**src/tcp_syn_mss_clamper_defines.svh**
```systemverilog
// Assertion macros shared by the MSS clamp files.
`ifndef TCP_SYN_MSS_CLAMPER_DEFINES_SVH
`define TCP_SYN_MSS_CLAMPER_DEFINES_SVH
// Implication checked on every clock edge outside reset.
`define TMC_ASSERT_IMP(label, clk, rst_n, ante, cons) \
  label: assert property (@(posedge clk) disable iff (!rst_n) (ante) |-> (cons)) \
    else $error("assertion failed");
// Next-cycle implication checked outside reset.
`define TMC_ASSERT_NEXT(label, clk, rst_n, ante, cons) \
  label: assert property (@(posedge clk) disable iff (!rst_n) (ante) |=> (cons)) \
    else $error("assertion failed");
`endif

```
**src/tsmc_pkg.sv**
```systemverilog
// Types and constants for the TCP SYN MSS clamp.
`timescale 1ns / 1ps
package tsmc_pkg;
  typedef enum logic [1:0] {
    ST_NONE    = 2'd0,
    ST_CLAMPED = 2'd1,
    ST_ERROR   = 2'd2
  } status_e;

  localparam logic [1:0] CFG_ENABLE   = 2'd0;
  localparam logic [1:0] CFG_MTU      = 2'd1;
  localparam logic [1:0] CFG_OVERHEAD = 2'd2;

  localparam int unsigned MinMtu = 576;
  localparam logic [16:0] MinMss = 17'd536;
  localparam logic [7:0]  OptMss = 8'h02;

  // Per-packet summary handed from the parser to the finisher.
  typedef struct packed {
    logic [15:0] len;
    logic [7:0]  l3;
    logic [5:0]  ihl;
    logic [6:0]  doff;
    logic [2:0]  verdict;
    logic [6:0]  opt_pos;
    logic [15:0] mss;
    logic        mss_found;
    logic [15:0] cks;
  } pkt_sum_t;
endpackage

```
**src/tsmc_parser.sv**
```systemverilog
// Front end: byte-wise header parse and TCP option walk.
`timescale 1ns / 1ps
module tsmc_parser import tsmc_pkg::*; (
  input  logic        clk_i,
  input  logic        rst_ni,
  input  logic        take_i,
  input  logic [7:0]  pkt_byte_i,
  input  logic [7:0]  l3_offset_i,
  input  logic        first_byte_i,
  input  logic        last_byte_i,
  output logic        sum_valid_o,
  output pkt_sum_t    sum_o
);
  logic [15:0] pos_q, pos_d;
  logic [7:0]  l3_q, l3_d;
  logic [5:0]  ihl_q, ihl_d;
  logic [6:0]  doff_q, doff_d;
  logic [2:0]  ver_q, ver_d;
  logic [6:0]  nop_q, nop_d;
  logic [7:0]  kind_q, kind_d;
  logic [7:0]  olen_q, olen_d;
  logic        stop_q, stop_d;
  logic [15:0] mss_q, mss_d;
  logic        mf_q, mf_d;
  logic [15:0] cks_q, cks_d;

  logic [15:0] p, r, t;
  logic [5:0]  ihl_s;
  logic [6:0]  doff_s, nop_s;
  logic [7:0]  kind_s, olen_s;
  logic [2:0]  ver_s;
  logic        stop_s, mf_s;
  logic [15:0] mss_s, cks_s;
  logic [8:0]  nb;

  always_comb begin
    // start values: restart on first_byte
    p      = first_byte_i ? 16'd0 : pos_q;
    l3_d   = first_byte_i ? l3_offset_i : l3_q;
    ihl_s  = first_byte_i ? 6'd0 : ihl_q;
    doff_s = first_byte_i ? 7'd0 : doff_q;
    ver_s  = first_byte_i ? 3'd0 : ver_q;
    nop_s  = first_byte_i ? 7'd20 : nop_q;
    kind_s = first_byte_i ? 8'd0 : kind_q;
    olen_s = first_byte_i ? 8'd0 : olen_q;
    stop_s = first_byte_i ? 1'b0 : stop_q;
    mss_s  = first_byte_i ? 16'd0 : mss_q;
    mf_s   = first_byte_i ? 1'b0 : mf_q;
    cks_s  = first_byte_i ? 16'd0 : cks_q;
    r = p - {8'd0, l3_d};
    ihl_d = ihl_s; doff_d = doff_s; ver_d = ver_s; nop_d = nop_s; kind_d = kind_s;
    olen_d = olen_s; stop_d = stop_s; mss_d = mss_s; mf_d = mf_s; cks_d = cks_s;
    t = 16'd0; nb = 9'd0;
    if (p >= {8'd0, l3_d}) begin
      // IPv4 header fields
      if (r == 16'd0) begin
        ihl_d = {pkt_byte_i[3:0], 2'b00};
        if (pkt_byte_i[7:4] != 4'h4) ver_d[0] = 1'b1;
      end else if (r == 16'd6) begin
        if (pkt_byte_i[4:0] != 5'd0) ver_d[1] = 1'b1;
      end else if (r == 16'd7) begin
        if (pkt_byte_i != 8'd0) ver_d[1] = 1'b1;
      end else if (r == 16'd9) begin
        if (pkt_byte_i != 8'd6) ver_d[0] = 1'b1;
      end
      t = r - {10'd0, ihl_d};
      if (ihl_d >= 6'd20 && r >= {10'd0, ihl_d}) begin
        // TCP header fields
        if (t == 16'd12) doff_d = {1'b0, pkt_byte_i[7:4], 2'b00};
        else if (t == 16'd13) begin
          if (pkt_byte_i[1]) ver_d[2] = 1'b1;
        end else if (t == 16'd16) cks_d = {pkt_byte_i, cks_s[7:0]};
        else if (t == 16'd17) cks_d = {cks_s[15:8], pkt_byte_i};
        // option walk sees the data offset including this byte's update
        if (doff_d >= 7'd20 && !stop_s && t >= 16'd20) begin
          if (kind_s == 8'd0) begin
            if (t == {9'd0, nop_s}) begin
              if ({9'd0, nop_s} + 16'd1 >= {9'd0, doff_d} || pkt_byte_i == 8'd0)
                stop_d = 1'b1;
              else if (pkt_byte_i == 8'd1) nop_d = nop_s + 7'd1;
              else kind_d = pkt_byte_i;
            end
          end else if (olen_s == 8'd0) begin
            if (t == {9'd0, nop_s} + 16'd1) begin
              nb = {2'd0, nop_s} + {1'b0, pkt_byte_i};
              if (pkt_byte_i < 8'd2 || nb > {2'd0, doff_d}) stop_d = 1'b1;
              else if (kind_s == OptMss && pkt_byte_i == 8'd4) olen_d = pkt_byte_i;
              else begin
                nop_d = nb[6:0];
                kind_d = 8'd0;
              end
            end
          end else begin
            if (t == {9'd0, nop_s} + 16'd2) mss_d = {pkt_byte_i, 8'd0};
            else if (t == {9'd0, nop_s} + 16'd3) begin
              mss_d = {mss_s[15:8], pkt_byte_i};
              mf_d = 1'b1;
              stop_d = 1'b1;
            end
          end
        end
      end
    end
    pos_d = (p != 16'hFFFF) ? p + 16'd1 : p;
    sum_o.len = p + 16'd1;
    sum_o.l3 = l3_d; sum_o.ihl = ihl_d; sum_o.doff = doff_d; sum_o.verdict = ver_d;
    sum_o.opt_pos = nop_d; sum_o.mss = mss_d; sum_o.mss_found = mf_d; sum_o.cks = cks_d;
    sum_valid_o = take_i && last_byte_i;
  end

  // Packet state; cleared after the last byte
  always_ff @(posedge clk_i or negedge rst_ni) begin
    if (!rst_ni) begin
      pos_q <= '0; l3_q <= '0; ihl_q <= '0; doff_q <= '0; ver_q <= '0; nop_q <= 7'd20;
      kind_q <= '0; olen_q <= '0; stop_q <= 1'b0; mss_q <= '0; mf_q <= 1'b0; cks_q <= '0;
    end else if (take_i) begin
      l3_q <= l3_d;
      if (last_byte_i) begin
        pos_q <= '0; ihl_q <= '0; doff_q <= '0; ver_q <= '0; nop_q <= 7'd20;
        kind_q <= '0; olen_q <= '0; stop_q <= 1'b0; mss_q <= '0; mf_q <= 1'b0;
        cks_q <= '0;
      end else begin
        pos_q <= pos_d; ihl_q <= ihl_d; doff_q <= doff_d; ver_q <= ver_d;
        nop_q <= nop_d; kind_q <= kind_d; olen_q <= olen_d; stop_q <= stop_d;
        mss_q <= mss_d; mf_q <= mf_d; cks_q <= cks_d;
      end
    end
  end
endmodule

```
**src/tsmc_queue.sv**
```systemverilog
// Two-entry queue of packet summaries between parser and finisher.
`timescale 1ns / 1ps
`include "tcp_syn_mss_clamper_defines.svh"
module tsmc_queue import tsmc_pkg::*; (
  input  logic     clk_i,
  input  logic     rst_ni,
  input  logic     push_i,
  input  pkt_sum_t data_i,
  output logic     full_o,
  output logic     valid_o,
  input  logic     pop_i,
  output pkt_sum_t data_o
);
  pkt_sum_t   mem_q [2];
  logic       wp_q, rp_q;
  logic [1:0] cnt_q;

  assign full_o  = cnt_q == 2'd2;
  assign valid_o = cnt_q != 2'd0;
  assign data_o  = mem_q[rp_q];

  always_ff @(posedge clk_i) begin
    if (push_i) mem_q[wp_q] <= data_i;
  end

  // Pointers and fill count
  always_ff @(posedge clk_i or negedge rst_ni) begin
    if (!rst_ni) begin
      wp_q <= 1'b0; rp_q <= 1'b0; cnt_q <= 2'd0;
    end else begin
      if (push_i) wp_q <= ~wp_q;
      if (pop_i) rp_q <= ~rp_q;
      cnt_q <= cnt_q + {1'b0, push_i} - {1'b0, pop_i};
    end
  end

  `TMC_ASSERT_IMP(a_no_overflow, clk_i, rst_ni, full_o, !push_i || pop_i)
  `TMC_ASSERT_IMP(a_no_underflow, clk_i, rst_ni, pop_i, valid_o)
  `TMC_ASSERT_IMP(a_count_range, clk_i, rst_ni, 1'b1, cnt_q != 2'd3)
endmodule

```
**src/tsmc_finisher.sv**
```systemverilog
// Back end: status checks, MSS cap and incremental checksum.
`timescale 1ns / 1ps
`include "tcp_syn_mss_clamper_defines.svh"
module tsmc_finisher import tsmc_pkg::*; #(
  parameter int unsigned MaxPacketBytes = 16384
) (
  input  logic        clk_i,
  input  logic        rst_ni,
  input  logic        enable_i,
  input  logic [15:0] mtu_i,
  input  logic [15:0] overhead_i,
  input  logic        in_valid_i,
  input  pkt_sum_t    sum_i,
  output logic        pop_o,
  output logic        valid_o,
  input  logic        stall_i,
  output logic [1:0]  status_o,
  output logic [15:0] old_mss_o,
  output logic [15:0] new_mss_o,
  output logic [15:0] mss_offset_o,
  output logic [15:0] new_checksum_o,
  output logic [15:0] checksum_offset_o
);
  // stage 1: checks and cap
  logic        s1_q;
  status_e     st1_q, st1_d;
  logic        mf1_q, mf1_d;
  logic [15:0] old1_q, cap1_q, cks1_q, moff1_q, coff1_q;
  logic [15:0] cap_d, moff_d, coff_d;
  logic        adv1, adv2;
  logic        out_q;
  status_e     st_q;
  logic [15:0] old_q, new_q, moff_q, nck_q, coff_q;

  logic [17:0] lim_a, lim_b, lim_c, lim_d;
  logic [17:0] capw;
  logic [8:0]  tcp_start;

  always_comb begin
    lim_a = {10'd0, sum_i.l3} + 18'd20;
    lim_b = {10'd0, sum_i.l3} + {12'd0, sum_i.ihl} + 18'd20;
    lim_c = {10'd0, sum_i.l3} + {12'd0, sum_i.ihl} + {11'd0, sum_i.doff};
    lim_d = {12'd0, sum_i.ihl} + 18'd20 + {2'd0, overhead_i};
    capw  = {2'd0, mtu_i} - lim_d;
    tcp_start = {1'b0, sum_i.l3} + {3'd0, sum_i.ihl};
    coff_d = {7'd0, tcp_start} + 16'd16;
    moff_d = {7'd0, tcp_start} + {9'd0, sum_i.opt_pos} + 16'd2;
    if (capw < MinMss) cap_d = MinMss[15:0];
    else if (capw > 18'h0FFFF) cap_d = 16'hFFFF;
    else cap_d = capw[15:0];
    mf1_d = 1'b0;
    priority if (!enable_i) st1_d = ST_NONE;
    else if ({16'd0, sum_i.len} > 32'(MaxPacketBytes) || {16'd0, mtu_i} < 32'(MinMtu) ||
             {2'd0, sum_i.len} < lim_a || sum_i.verdict[0]) st1_d = ST_ERROR;
    else if (sum_i.verdict[1]) st1_d = ST_NONE;
    else if (sum_i.ihl < 6'd20 || {2'd0, sum_i.len} < lim_b) st1_d = ST_ERROR;
    else if (!sum_i.verdict[2]) st1_d = ST_NONE;
    else if (sum_i.doff < 7'd20 || {2'd0, sum_i.len} < lim_c || {2'd0, mtu_i} <= lim_d)
      st1_d = ST_ERROR;
    else begin
      st1_d = ST_NONE;
      mf1_d = 1'b1;
    end
  end

  // mf1 marks an enabled, well-formed SYN that is eligible for clamping
  assign adv2 = !out_q || !stall_i;
  assign adv1 = !s1_q || adv2;
  assign pop_o = in_valid_i && adv1;

  always_ff @(posedge clk_i or negedge rst_ni) begin
    if (!rst_ni) s1_q <= 1'b0;
    else if (adv1) s1_q <= in_valid_i;
  end

  always_ff @(posedge clk_i) begin
    if (pop_o) begin
      st1_q <= st1_d; mf1_q <= mf1_d; cap1_q <= cap_d;
      old1_q <= sum_i.mss_found ? sum_i.mss : 16'd0;
      cks1_q <= sum_i.cks; coff1_q <= coff_d;
      moff1_q <= sum_i.mss_found ? moff_d : 16'd0;
    end
  end

  // stage 2: clamp decision and checksum fold
  logic [17:0] sum1;
  logic [16:0] fold;
  logic        clamp;
  always_comb begin
    clamp = mf1_q && old1_q != 16'd0 && old1_q > cap1_q;
    sum1 = {2'd0, ~cks1_q} + {2'd0, ~old1_q} + {2'd0, cap1_q};
    fold = {1'b0, sum1[15:0]} + {15'd0, sum1[17:16]};
  end

  always_ff @(posedge clk_i or negedge rst_ni) begin
    if (!rst_ni) out_q <= 1'b0;
    else if (adv2) out_q <= s1_q;
  end

  always_ff @(posedge clk_i) begin
    if (adv2 && s1_q) begin
      if (!mf1_q) begin
        st_q <= st1_q; old_q <= '0; new_q <= '0; moff_q <= '0; nck_q <= '0; coff_q <= '0;
      end else begin
        st_q <= clamp ? ST_CLAMPED : ST_NONE;
        old_q <= old1_q; moff_q <= moff1_q; coff_q <= coff1_q;
        new_q <= clamp ? cap1_q : old1_q;
        nck_q <= clamp ? ~(fold[15:0] + {15'd0, fold[16]}) : cks1_q;
      end
    end
  end

  assign valid_o = out_q;
  assign status_o = st_q;
  assign old_mss_o = old_q;
  assign new_mss_o = new_q;
  assign mss_offset_o = moff_q;
  assign new_checksum_o = nck_q;
  assign checksum_offset_o = coff_q;

  `TMC_ASSERT_NEXT(a_hold, clk_i, rst_ni, out_q && stall_i, out_q && $stable(st_q))
  `TMC_ASSERT_IMP(a_clamp_lower, clk_i, rst_ni, out_q && st_q == ST_CLAMPED, new_q < old_q)
  `TMC_ASSERT_IMP(a_status_legal, clk_i, rst_ni, out_q, st_q == ST_NONE || st_q == ST_CLAMPED || st_q == ST_ERROR)
endmodule

```
**src/tcp_syn_mss_clamper.sv**
```systemverilog
// Top level of the TCP SYN MSS clamp.
// Takes one packet byte per cycle while in_stall_o is low; each last byte
// yields one result word via the summary queue, the finisher check stage
// and its checksum stage. The two-entry queue decouples the byte parser
// from the output stall, so the parser keeps taking bytes unless the queue
// is full and a last byte arrives. No clearing pass is needed after reset.
`timescale 1ns / 1ps
module tcp_syn_mss_clamper import tsmc_pkg::*; #(
  parameter int unsigned MAX_PACKET_BYTES = 16384
) (
  input  logic        clk_i,
  input  logic        rst_ni,
  input  logic        cfg_we_i,
  input  logic [1:0]  cfg_index_i,
  input  logic [15:0] cfg_data_i,
  input  logic        in_valid_i,
  output logic        in_stall_o,
  input  logic [7:0]  pkt_byte_i,
  input  logic [7:0]  l3_offset_i,
  input  logic        first_byte_i,
  input  logic        last_byte_i,
  output logic        out_valid_o,
  input  logic        out_stall_i,
  output logic [1:0]  status_o,
  output logic [15:0] old_mss_o,
  output logic [15:0] new_mss_o,
  output logic [15:0] mss_offset_o,
  output logic [15:0] new_checksum_o,
  output logic [15:0] checksum_offset_o
);
  logic        en_q;
  logic [15:0] mtu_q, ovh_q;
  logic        take, full, push, qv, pop;
  pkt_sum_t    sum_in, sum_out;

  // Configuration registers
  always_ff @(posedge clk_i or negedge rst_ni) begin
    if (!rst_ni) begin
      en_q <= 1'b0; mtu_q <= 16'd1500; ovh_q <= 16'd0;
    end else if (cfg_we_i) begin
      unique case (cfg_index_i)
        CFG_ENABLE:   en_q <= cfg_data_i[0];
        CFG_MTU:      mtu_q <= cfg_data_i;
        CFG_OVERHEAD: ovh_q <= cfg_data_i;
        default: ;
      endcase
    end
  end

  assign in_stall_o = full && last_byte_i;
  assign take = in_valid_i && !in_stall_o;

  tsmc_parser u_parser (
    .clk_i, .rst_ni, .take_i(take), .pkt_byte_i, .l3_offset_i, .first_byte_i,
    .last_byte_i, .sum_valid_o(push), .sum_o(sum_in)
  );

  tsmc_queue u_queue (
    .clk_i, .rst_ni, .push_i(push), .data_i(sum_in), .full_o(full),
    .valid_o(qv), .pop_i(pop), .data_o(sum_out)
  );

  tsmc_finisher #(.MaxPacketBytes(MAX_PACKET_BYTES)) u_finisher (
    .clk_i, .rst_ni, .enable_i(en_q), .mtu_i(mtu_q), .overhead_i(ovh_q),
    .in_valid_i(qv), .sum_i(sum_out), .pop_o(pop), .valid_o(out_valid_o),
    .stall_i(out_stall_i), .status_o, .old_mss_o, .new_mss_o, .mss_offset_o,
    .new_checksum_o, .checksum_offset_o
  );
endmodule
```
**config.mk**
```make
export PLATFORM = sky130hd
export DESIGN_NAME = tcp_syn_mss_clamper
export DESIGN_NICKNAME = d
export VERILOG_FILES = /design/src/tsmc_pkg.sv /design/src/tsmc_parser.sv /design/src/tsmc_queue.sv /design/src/tsmc_finisher.sv /design/src/tcp_syn_mss_clamper.sv
export VERILOG_INCLUDE_DIRS = /design/src /design/src/src
export SDC_FILE = /design/constraint.sdc
export NUM_CORES = 1
export LEC_CHECK = 0
export BUFFER_PORTS_ARGS = -buffer_cell sky130_fd_sc_hd__buf_2
export CAP_MARGIN = 20
export CORE_ASPECT_RATIO = 1.75
export CORE_UTILIZATION = 57
export DETAILED_ROUTE_END_ITERATION = 10
export PLACE_DENSITY = 0.78
export SETUP_SLACK_MARGIN = 0.2
export SYNTH_ARGS = -nofsm -noshare
export SYNTH_HDL_FRONTEND = slang
export SYNTH_SLANG_ARGS = --single-unit
```
**constraint.sdc**
```tcl
create_clock -name clk_i -period 8.4 [get_ports clk_i]
set_clock_uncertainty 0.15 [all_clocks]
set_input_delay 1.26 -clock clk_i [delete_from_list [all_inputs] [get_ports clk_i]]
set_output_delay 1.26 -clock clk_i [all_outputs]
set_load 0.05 [all_outputs]
```
### After elaboration in Yosys (flattened, before gate mapping)

Memories as Yosys holds them, arrays and structs flattened.
Index checks and enable logic that the tools add are counted.

| operators by class | value |
|---|---|
| $add $sub $neg | 25 |
| order comparisons | 19 |
| eq/ne operators | 20 |
| multiplexer cells | 122 |
| bitwise gates (word level) | 7 |
| reduce and logical (&&, ||, !) cells | 40 |

Operator list:

| operator | count |
|---|---|
| $mux W16 | 21 |
| $mux W8 | 26 |
| $mux W7 | 20 |
| $lt A16 B18 Y1 | 3 |
| $eq A16 B16 Y1 | 3 |
| $eq A16 B4 Y1 const B | 3 |
| $not A16 Y16 | 3 |
| $mux W1 | 41 |
| $add A18 B16 Y18 | 2 |
| $eq A16 B3 Y1 const B | 2 |
| $eq A16 B5 Y1 const B | 2 |
| $mux W6 | 5 |
| $logic_not A8 Y1 | 3 |
| $add A18 B5 Y18 const B | 1 |
| $add A18 B7 Y18 | 1 |
| $add A8 B6 Y9 | 2 |
| $gt A18 B16 Y1 const B | 1 |
| $le A16 B18 Y1 | 1 |
| $lt A18 B10 Y1 const B | 1 |
| $sub A16 B18 Y18 | 1 |
| $add A16 B16 Y17 | 1 |
| $add A16 B2 Y17 | 1 |
| $add A16 B1 Y16 | 1 |
| $add A16 B1 Y16 const B | 1 |
| 50 further kinds | 87 |

| word-level totals | value |
|---|---|
| register bits after elaboration | 301 |
| memory bits (writable) | 160 |
| bits of input ports | 41 |
| output and inout bits | 84 |
| word-level logic and storage cells | 269 |
| memories | 1 |

Memories:

| name | words | bits a word | read ports | clocked after memory_dff | write ports | line | RTL |
|---|---|---|---|---|---|---|---|
| u_queue.mem_q | 2 | 80 | 1 | 0 | 1 | tsmc_queue.sv:14 | `pkt_sum_t mem_q [2];` |

### Depth between registers and ports, before layout

Gate-level depths: netlist (run 1).

| logic depth | value |
|---|---|
| depth in word-level cells | 20 |
| depth in mapped cells | 42 |
| depth with buffers taken out | 42 |

### Modules after synthesis

From an unflattened synthesis (run 1), not the netlist that was laid out.

| unflattened totals | value |
|---|---|
| cell total of the unflattened synthesis | 2,439 |
| area total of the unflattened synthesis | 27,131.0 um^2 |

Modules (own cells, without submodules):

| module | times used | cells each | area an instance (um^2) | sequential area each (um^2) |
|---|---|---|---|---|
| tsmc_finisher | 1 | 1,041 | 10,730.3 | 4,254.1 |
| tsmc_parser | 1 | 1,061 | 8,664.6 | 2,429.8 |
| tsmc_queue | 1 | 264 | 6,372.4 | 4,904.7 |
| tcp_syn_mss_clamper | 1 | 73 | 1,363.8 | 834.6 |

### Worst setup path after synthesis (run 1)

No wires, ideal clock.

| timing | value |
|---|---|
| path kind | input port to flip-flop |
| start point | input first_byte_i |
| end point | memory u_queue.mem_q[0][35] in the netlist's numbering, data pin |
| library setup time | 0.257 ns |
| arrival time | 10.010 ns |
| data required time | 7.993 ns |
| setup slack | -2.017 ns |
| cell stages on the path | 40 |
| path buffers | 5 |
| cell sequence | clkbuf_1 > buf_1 > clkbuf_1 > buf_1 > buf_1 > mux2i_1 > inv_1 > fa_1 > nand2b_1 > a21oi_2 > nand2b_1 > xnor2_1 > nand4_2 > nor3_2 > nand2_1 > and3_1 > a21oi_1 > ha_1 > [4 not listed] > o31ai_4 > nor3_1 > o211ai_2 > nor2_2 > nor2_1 > and2_1 > ha_1 > nand2b_1 > a21oi_1 > nor2_1 > nor2_1 > nand2_1 > a21oi_1 > a311oi_4 > nor4_2 > a21oi_1 > nand2b_1 > a21o_1 |

RTL lines:

| what | line | RTL |
|---|---|---|
| start, declared | tcp_syn_mss_clamper.sv:20 | `input logic first_byte_i,` |
| end, declared | tsmc_queue.sv:14 |  |

==> results of run 1 <==
[repair_timing]
action                     4_1_cts  5_1_grt
setup buffers                    2       11
gates resized for setup         15       62
hold endpoints to repair         0        0
setup endpoints to repair        6       45
pin swaps                        3       40
[path summary, 6_finish.rpt]
check | slack, ps | from | endpoint
max reg2reg | 540 | u_finisher.cks1_q[1] | u_finisher.new_checksum_o[12]
max | 530 | first_byte_i | u_parser.nop_q[0]
max in group asynchronous | 6140 | rst_ni | u_queue.rp_q
min | 330 | u_parser.olen_q[7] | u_parser.olen_q[7]
min reg2reg | 330 | u_parser.olen_q[7] | u_parser.olen_q[7]
min in group asynchronous | 570 | rst_ni | u_parser.l3_q[7]
[worst max-delay path, delay by kind of cell]
family	cells	cell delay, ps
compound gates	13	2200
mux	3	860
simple gates	14	2290
fa+ha+maj	4	1030
buf+inv	4	490
[layer usage]
metal | wire (um) | track usage, % | vias up
met3 | 3020 | 3.12 | 249
met5 | 0 | 0 | -
met4 | 5050 | 19.7 | 0
met2 | 38100 | 57.0 | 790
li1 | - | - | 9315
met1 | 25100 | 32.2 | 9842
[layout by cell type, fill, tap and decap left out, types with 85 or more instances in the layout]
cell type,netlist,final
buf_2,5,111
xnor2_1,108,107
o21ai_0,140,129
edfxtp_1,302,302
nor2_1,138,130
mux2_2,87,85
dfrtp_1,127,126
nand2_1,213,208
a21oi_1,118,99
ha_1,167,158
buf_4,15,165
inv_1,159,156
[flip-flops by register name, indices dropped and copies added, names as in the netlist, 6 cells and up]
signal / count
u_parser.doff_q: 7
u_queue.mem_q: 160
u_parser.cks_q: 16
u_parser.nop_q: 7
u_finisher.old1_q: 16
u_finisher.checksum_offset_o: 10
u_finisher.new_mss_o: 16
u_finisher.new_checksum_o: 16
u_parser.l3_q: 8
u_finisher.coff1_q: 10
u_parser.kind_q: 8
u_parser.ihl_q: 6
u_parser.mss_q: 16
u_parser.olen_q: 8
u_finisher.moff1_q: 11
u_finisher.old_mss_o: 16
u_finisher.cap1_q: 16
mtu_q: 16
u_finisher.mss_offset_o: 11
u_parser.pos_q: 16
ovh_q: 16
u_finisher.cks1_q: 16
[area by class of cell]
type	count	share of cell area, %
inverter	159	1.97
tap	577	2.38
clock buffer	46	3.30
multi-input combinational	1774	44.1
timing repair buffer	280	6.07
sequential	438	41.2
clock inverter	23	0.983
[power breakdown]
part	internal, uW	leakage, uW	total [uW]	switching (uW)
clock network	1050	0.000640	1850	803
registers	2950	0.00473	3230	287
logic	3200	0.00755	7980	4780
total	7190	0.0129	13100	5870
[cells by family after synthesis]
logic type / share of synthesized area (%)
xor+xnor: 5.77
other cells: 0.0286
fa+ha+maj: 8.81
flops: 47.6
simple gates: 14.3
mux: 5.43
buf+inv: 3.89
compound gates: 14.2
[stage by stage]
step | hold WS [ps] | std cells
finish | 329 | 3297
CTS | 333 | 3286
floorplan | 294 | 2467
detailed placement | 313 | 3215
global route | 346 | 3297
global placement | 309 | 3215
==> impl_metrics.json, run 1 <==
{
  "drt-initial-drc-count": 1499,
  "synth_most_common_cell": "edfxtp_1",
  "overflow": 0,
  "start_util_pct": 58.0,
  "clockBufferDepth": 3,
  "grt_pass1_wl_um": 110000,
  "grt_usage_pct": 30.6,
  "min_path_type": "reg -> reg",
  "setup_viol": 0,
  "hpwl_um": 53400,
  "ys_seq_area_share_pct": 47.6,
  "num_antenna_cells": 0,
  "power.total_uw": 13100,
  "die_area_mm2": 0.0469,
  "rsz0062_at_grt": "yes",
  "via_per_inst": 6.13,
  "multi_input_area_mm2": 0.0133,
  "crit_slowest_cell": "or4_4",
  "cts_root_buf": "clkbuf_16",
  "required_ps": 8700,
  "drive_gt1_share_pct": 21.8,
  "grt_max_degree": 77,
  "io_pins": 125,
  "avgSynthCellArea_um2": 10.7,
  "drc": 0,
  "wl_um": 71300,
  "cts_sinks": 438,
  "cts_buffers": 38,
  "io_buffers": 113,
  "cts_tree": "done",
  "slew_viol_final": 0,
  "path_class": "in -> reg",
  "clkLatencyLatePin_ps": 560,
  "synth_top_area_share_pct": 34.6,
  "chipWidth_um": 164,
  "antenna_found_initial": 0,
  "relSlewSlack_pct": 28.5,
  "critPathLaunchType": "input pin",
  "max_cap_viol_count": 0,
  "status": "finished, final reports clean",
  "syn_to_final_growth_pct": 15.5,
  "pre_cts_slack_ps": -253,
  "max_freq_ghz": 0.127,
  "synthTopCellsByArea": "edfxtp_1 35%, dfrtp_1 12%, ha_1 8.0%",
  "ys_seq_elements": 438,
  "cp_slowest_stage_delay_ps": 620,
  "grt_pass1_vias": 20500,
  "min_path_cells": 1,
  "min_period_ps": 7870,
  "path_max_fanout": 8,
  "arrival_ps": 8170,
  "setup_tns_ps": 0,
  "wl_per_cell_um": 21.6,
  "yosys-top-cells-count": "302 x edfxtp_1, 213 x nand2_1, 167 x ha_1",
  "synth-edff-count": 302,
  "reg2regPathDepth": 40,
  "globalplace.congestion": 0.927,
  "async_flop_share_pct": 31.1,
  "netlist_area_mm2": 0.0262,
  "final_nets": 2910,
  "register_area_mm2": 0.0125,
  "drt_first_pass_iters": 8,
  "final_hold_viol_count": 0,
  "irDropWorstVdd_mv": 0.652,
  "postLayoutCellArea_mm2": 0.0303,
  "fillers": 3316,
  "synthCells": 2455,
  "htree_levels": 2,
  "rows": 103,
  "utilization_pct": 67.0,
  "num_vias": 20196,
  "p_per_area_mw_per_mm2": 431,
  "design.core.area_mm2": 0.0452,
  "leakage_uw": 0.0129,
  "end_kind": "flip-flop",
  "worst_pin_slew_ps": 1070,
  "yosysWarnings": 0,
  "synth_top_area_cell": "edfxtp_1",
  "path_clk_slew_ps": 70,
  "fin_ws_ps": 534,
  "postCtsHoldBufs": 0,
  "drtAntennaViolNets": 0,
  "ys.flop_type": "edfxtp_1",
  "die_h_um": 286,
  "synth_cell_types": 102,
  "path_common_cell": "a21oi_2",
  "period_share_pct": 93.6,
  "dpl_cell_area_mm2": 0.0286
}
Power figures use the tool's default switching activity.
==> run 2, diff against run 1 <==
Settings changed: CELL_PAD_IN_SITES_DETAIL_PLACEMENT from default to 1, CELL_PAD_IN_SITES_GLOBAL_PLACEMENT from default to 2, CORE_UTILIZATION 57 to 38, PLACE_DENSITY 0.78 to default, PLACE_DENSITY_LB_ADDON from default to 0.1.
==> impl_metrics.json, run 2 (same netlist as run 1, synthesis figures left out) <==
{
  "crit_slowest_cell": "edfxtp_1",
  "drc": 2,
  "failed_checks": "DRC",
  "globalplace.congestion": 0.937,
  "cts_sinks": 438,
  "path_buf_inv": 26,
  "final_nets": 3022,
  "start_util_pct": 38.4,
  "required_ps": 8550,
  "layout_common_cells": "302 x edfxtp_1, 266 x buf_4, 208 x nand2_1",
  "pre_cts_slack_ps": -795,
  "largest_reg_flops": 160,
  "clkLatencyLatePin_ps": 580,
  "rows": 127,
  "grt_usage_pct": 23.5,
  "io_buffers": 113,
  "drt_first_pass_iters": 7,
  "regMostFlops": "u_queue.mem_q",
  "end_kind": "flip-flop",
  "path_clk_slew_ps": 60,
  "placedCellCount": 3612,
  "drtAntennaViolNets": 0,
  "irDropWorstVdd_mv": 0.247,
  "htree_levels": 2,
  "io_pins": 125,
  "period_share_pct": 98.1,
  "overflow": 0,
  "final_hold_viol_count": 0,
  "postCtsHoldBufs": 0,
  "fin_ws_ps": 159,
  "drive_gt1_share_pct": 26.6,
  "cts_root_buf": "clkbuf_16",
  "max_freq_ghz": 0.121,
  "cts_tree": "done",
  "grt_pass1_wl_um": 127000,
  "clockBufferDepth": 3,
  "rsz0062_at_grt": "yes",
  "finalHoldWorstSlack_ps": 331,
  "min_path_type": "reg -> reg",
  "die_h_um": 350,
  "min_period_ps": 8240,
  "arrival_ps": 8390,
  "wl_per_cell_um": 22.3,
  "status": "finished with violations",
  "max_cap_viol_count": 0,
  "cp_slowest_stage_delay_ps": 360,
  "worst_pin_slew_ps": 1050,
  "relSlewSlack_pct": 30.1,
  "setup_viol": 0,
  "wl_um": 83400,
  "slew_viol_final": 0,
  "final_common_cell": "edfxtp_1",
  "utilization_pct": 47.2,
  "hpwl_um": 63600,
  "die_area_mm2": 0.0701,
  "critPathLaunchType": "flip-flop",
  "via_per_inst": 5.35,
  "leakage_uw": 0.0136,
  "syn_to_final_growth_pct": 22.8,
  "cts_buffers": 42,
  "grt_pass1_vias": 21691,
  "p_per_area_mw_per_mm2": 455,
  "antenna_found_initial": 1,
  "grt_max_degree": 81,
  "path_class": "reg -> reg",
  "chipWidth_um": 201,
  "design.core.area_mm2": 0.0683,
  "path_max_fanout": 2,
  "power.total_uw": 14700,
  "drt-initial-drc-count": 859,
  "crit_family": "buffers and inverters",
  "path_common_cell": "buf_4",
  "num_vias": 20015,
  "stdcell_count": 3739
}
run 2: cell count changes in the layout (fill, tap and decap cells not counted), moves of 5 or more:
cell       delta
o21ai_2       +8
clkinv_2      -5
clkbuf_16     +5
o21ai_1       -5
mux2i_1       -5
buf_4       +101
ha_1          -6
ha_4          +8
nor2b_1       -5
mux2i_4       +5
run 2: final timing paths:
kind,cells past startpoint,start,endpoint,slack [ps]
hold / removal,2,u_parser.mss_q[10],u_parser.mss_q[10],330
hold reg to reg,2,u_parser.mss_q[10],u_parser.mss_q[10],330
max in group asynchronous,2,rst_ni,u_parser.kind_q[2],6080
min in group asynchronous,1,rst_ni,ovh_q[14],570
setup reg to reg,52,u_finisher.old1_q[0],u_finisher.new_checksum_o[15],160
setup / recovery,52,u_finisher.old1_q[0],u_finisher.new_checksum_o[15],160
run 2: what timing repair did:
item / CTS / global route
buffers inserted: 25 / 24
resized for setup: 45 / 109
pin swaps: 18 / 70
setup endpoints to repair: 46 / 45
run 2: routing by layer:
layer,track usage [%],wire length [um],vias to the layer above
li1,-,-,9530
met1,24.5,31300,10048
met2,47.2,46600,304
met3,1.81,1690,133
met4,10.6,3740,0
met5,0,0,-
run 2: layout make-up:
class,count,area (um2)
Clock inverter,25,384
Fill cell,7419,36100
Inverter,159,597
Sequential cell,438,12500
Multi-Input combinational cell,1774,13800
Timing Repair Buffer,388,2710
Clock buffer,51,1150
Tap cell,903,1130
Antenna cell,1,2.50
run 2: tightest hold or removal path: cells and delay by family, from the launching register on:
kind / cells / cell delay, ps
AND/OR/NAND/NOR: 1 / 50
AO/OA/AOI/OAI: 1 / 60
flip-flops: 1 / 340
run 2: power by group:
| group | switching (uW) | total, uW | internal (uW) |
|---|---|---|---|
| Sequential | 260 | 3200 | 2940 |
| Clock | 873 | 2130 | 1260 |
| Combinational | 5350 | 9340 | 3990 |
run 2: per-stage QoR:
| step | area (um2) | TNS, ps |
|---|---|---|
| finish | 32200 | 0 |
| global route | 32200 | -757 |
| CTS | 31400 | 0 |
| detailed placement | 29600 | -22030 |
| global placement | 29600 | -12950 |
| floorplan | 26600 | -1450 |
==> run 3, diff against run 2 <==
Settings changed: CORE_ASPECT_RATIO 1.75 to default, CTS_CLUSTER_SIZE from default to 30, GPL_TIMING_DRIVEN from default to 0.
==> impl_metrics.json, run 3 (same netlist as run 1, synthesis figures left out) <==
{
  "setup_viol": 21,
  "leakage_uw": 0.0138,
  "num_vias": 20338,
  "drt_first_pass_iters": 7,
  "path_class": "in -> reg",
  "final_common_cell": "edfxtp_1",
  "layout_common_cells": "302 x edfxtp_1, 201 x nand2_1, 156 x inv_1",
  "end_kind": "flip-flop",
  "antenna_found_initial": 0,
  "grt_max_degree": 72,
  "overflow": 0,
  "chipWidth_um": 265,
  "status": "finished with violations",
  "required_ps": 8730,
  "placedCellCount": 3462,
  "clkLatencyLatePin_ps": 590,
  "fillers": 7329,
  "crit_slowest_cell": "a311oi_4",
  "htree_levels": 2,
  "arrival_ps": 9060,
  "grt_usage_pct": 24.3,
  "slew_viol_final": 0,
  "wl_um": 85700,
  "utilization_pct": 48.8,
  "globalplace.congestion": 0.868,
  "grt_pass1_vias": 21437,
  "fin_ws_ps": -330,
  "largest_reg_flops": 160,
  "irDropWorstVdd_mv": 0.382,
  "p_per_area_mw_per_mm2": 463,
  "rsz0062_at_grt": "yes",
  "clockBufferDepth": 3,
  "critPathLaunchType": "input pin",
  "drtAntennaViolNets": 0,
  "wl_per_cell_um": 22.9,
  "path_max_fanout": 10,
  "cts_tree": "done",
  "cp_slowest_stage_delay_ps": 480,
  "period_share_pct": 104,
  "regMostFlops": "u_queue.mem_q",
  "failed_checks": "setup timing",
  "dpl_cell_area_mm2": 0.0285,
  "design.core.area_mm2": 0.0678,
  "num_antenna_cells": 0,
  "hpwl_um": 63800,
  "start_util_pct": 38.7,
  "grt_pass1_wl_um": 130000,
  "die_area_mm2": 0.0701,
  "worst_pin_slew_ps": 1160,
  "postLayoutCellArea_mm2": 0.0330,
  "drive_gt1_share_pct": 26.7,
  "setup_tns_ps": -4240,
  "drt-initial-drc-count": 1105,
  "max_cap_viol_count": 0,
  "path_clk_slew_ps": 60,
  "via_per_inst": 5.44,
  "io_pins": 125,
  "stdcell_count": 3737,
  "max_freq_ghz": 0.115,
  "cts_sinks": 438,
  "cts_root_buf": "clkbuf_16",
  "final_hold_viol_count": 0,
  "drc": 0,
  "min_path_type": "reg -> reg",
  "die_h_um": 265,
  "final_nets": 3045,
  "finalHoldWorstSlack_ps": 333,
  "cts_buffers": 48,
  "rows": 95,
  "syn_to_final_growth_pct": 26.0,
  "relSlewSlack_pct": 22.5,
  "io_buffers": 113,
  "min_period_ps": 8730
}
==> run 3: changes by cell type in the layout (fill, tap and decap cells not counted), moves of 7 or more <==
cell and delta:
buf_4 -111, buf_6 +39, clkbuf_16 +9, clkbuf_2 +7, o21ai_0 -10, buf_12 +8
ha_1 -7, clkbuf_1 +58, nand2_1 -7, o21ai_1 +9, a21oi_4 +7, a21oi_1 -9
==> run 3: timing repair <==
| action | in CTS | in global routing |
|---|---|---|
| hold buffers | 0 | 0 |
| setup buffers | 138 | 48 |
| pin swaps | 117 | 68 |
| endpoints found under the setup margin | 189 | 152 |
| resized for setup | 205 | 110 |
==> run 3: final cells by class <==
type / count / area, um2 / share of cell area (%)
plain buffers: 96 / 576 / 1.74
repair buffers: 309 / 2370 / 7.17
clock buffers: 57 / 1280 / 3.86
inverters: 159 / 597 / 1.81
well taps: 873 / 1090 / 3.31
clock inverters: 31 / 343 / 1.04
flip-flops and latches: 438 / 12500 / 37.8
multi-input cells: 1774 / 14300 / 43.3
==> run 3: where the power goes <==
| part | total, uW | switching [uW] | internal (uW) |
|---|---|---|---|
| clock network | 2190 | 907 | 1280 |
| registers | 3200 | 263 | 2940 |
| logic | 9900 | 5620 | 4280 |
==> run 3: metrics by stage <==
step	worst slack (ps)	total power (uW)
floorplan	-164	8770
global placement	-2570	10500
detailed placement	-2690	10700
CTS	-288	14500
global route	-557	16300
finish	-330	15300
==> run 3: worst max-delay path: cells and delay by family <==
kind	cells	cell delay, ps
AO/OA/AOI/OAI	17	3950
buffers and inverters	10	1370
AND/OR/NAND/NOR	8	1100
adder cells (fa/ha/maj)	3	830
multiplexers	2	500
==> run 3: worst paths after layout <==
kind / end / cells after the start / slack [ps] / start
min reg2reg: u_parser.olen_q[3] / 1 / 330 / u_parser.olen_q[3]
max in group asynchronous: u_parser.nop_q[4] / 2 / 6660 / rst_ni
min in group asynchronous: ovh_q[11] / 1 / 500 / rst_ni
max: u_parser.nop_q[0] / 40 / -330 / first_byte_i
max reg2reg: u_finisher.new_checksum_o[14] / 51 / 170 / u_finisher.old1_q[0]
min: u_parser.olen_q[3] / 1 / 330 / u_parser.olen_q[3]
==> run 3: metal layers <==
metal	wire length (um)	share of wire (%)	GRT usage, %	vias to the layer above
li1	-	-	-	9608
met1	37900	44	31.1	10256
met2	42100	49	42.2	339
met3	2270	2.6	2.34	135
met4	3390	4.0	9.50	0
met5	0	0	0	-
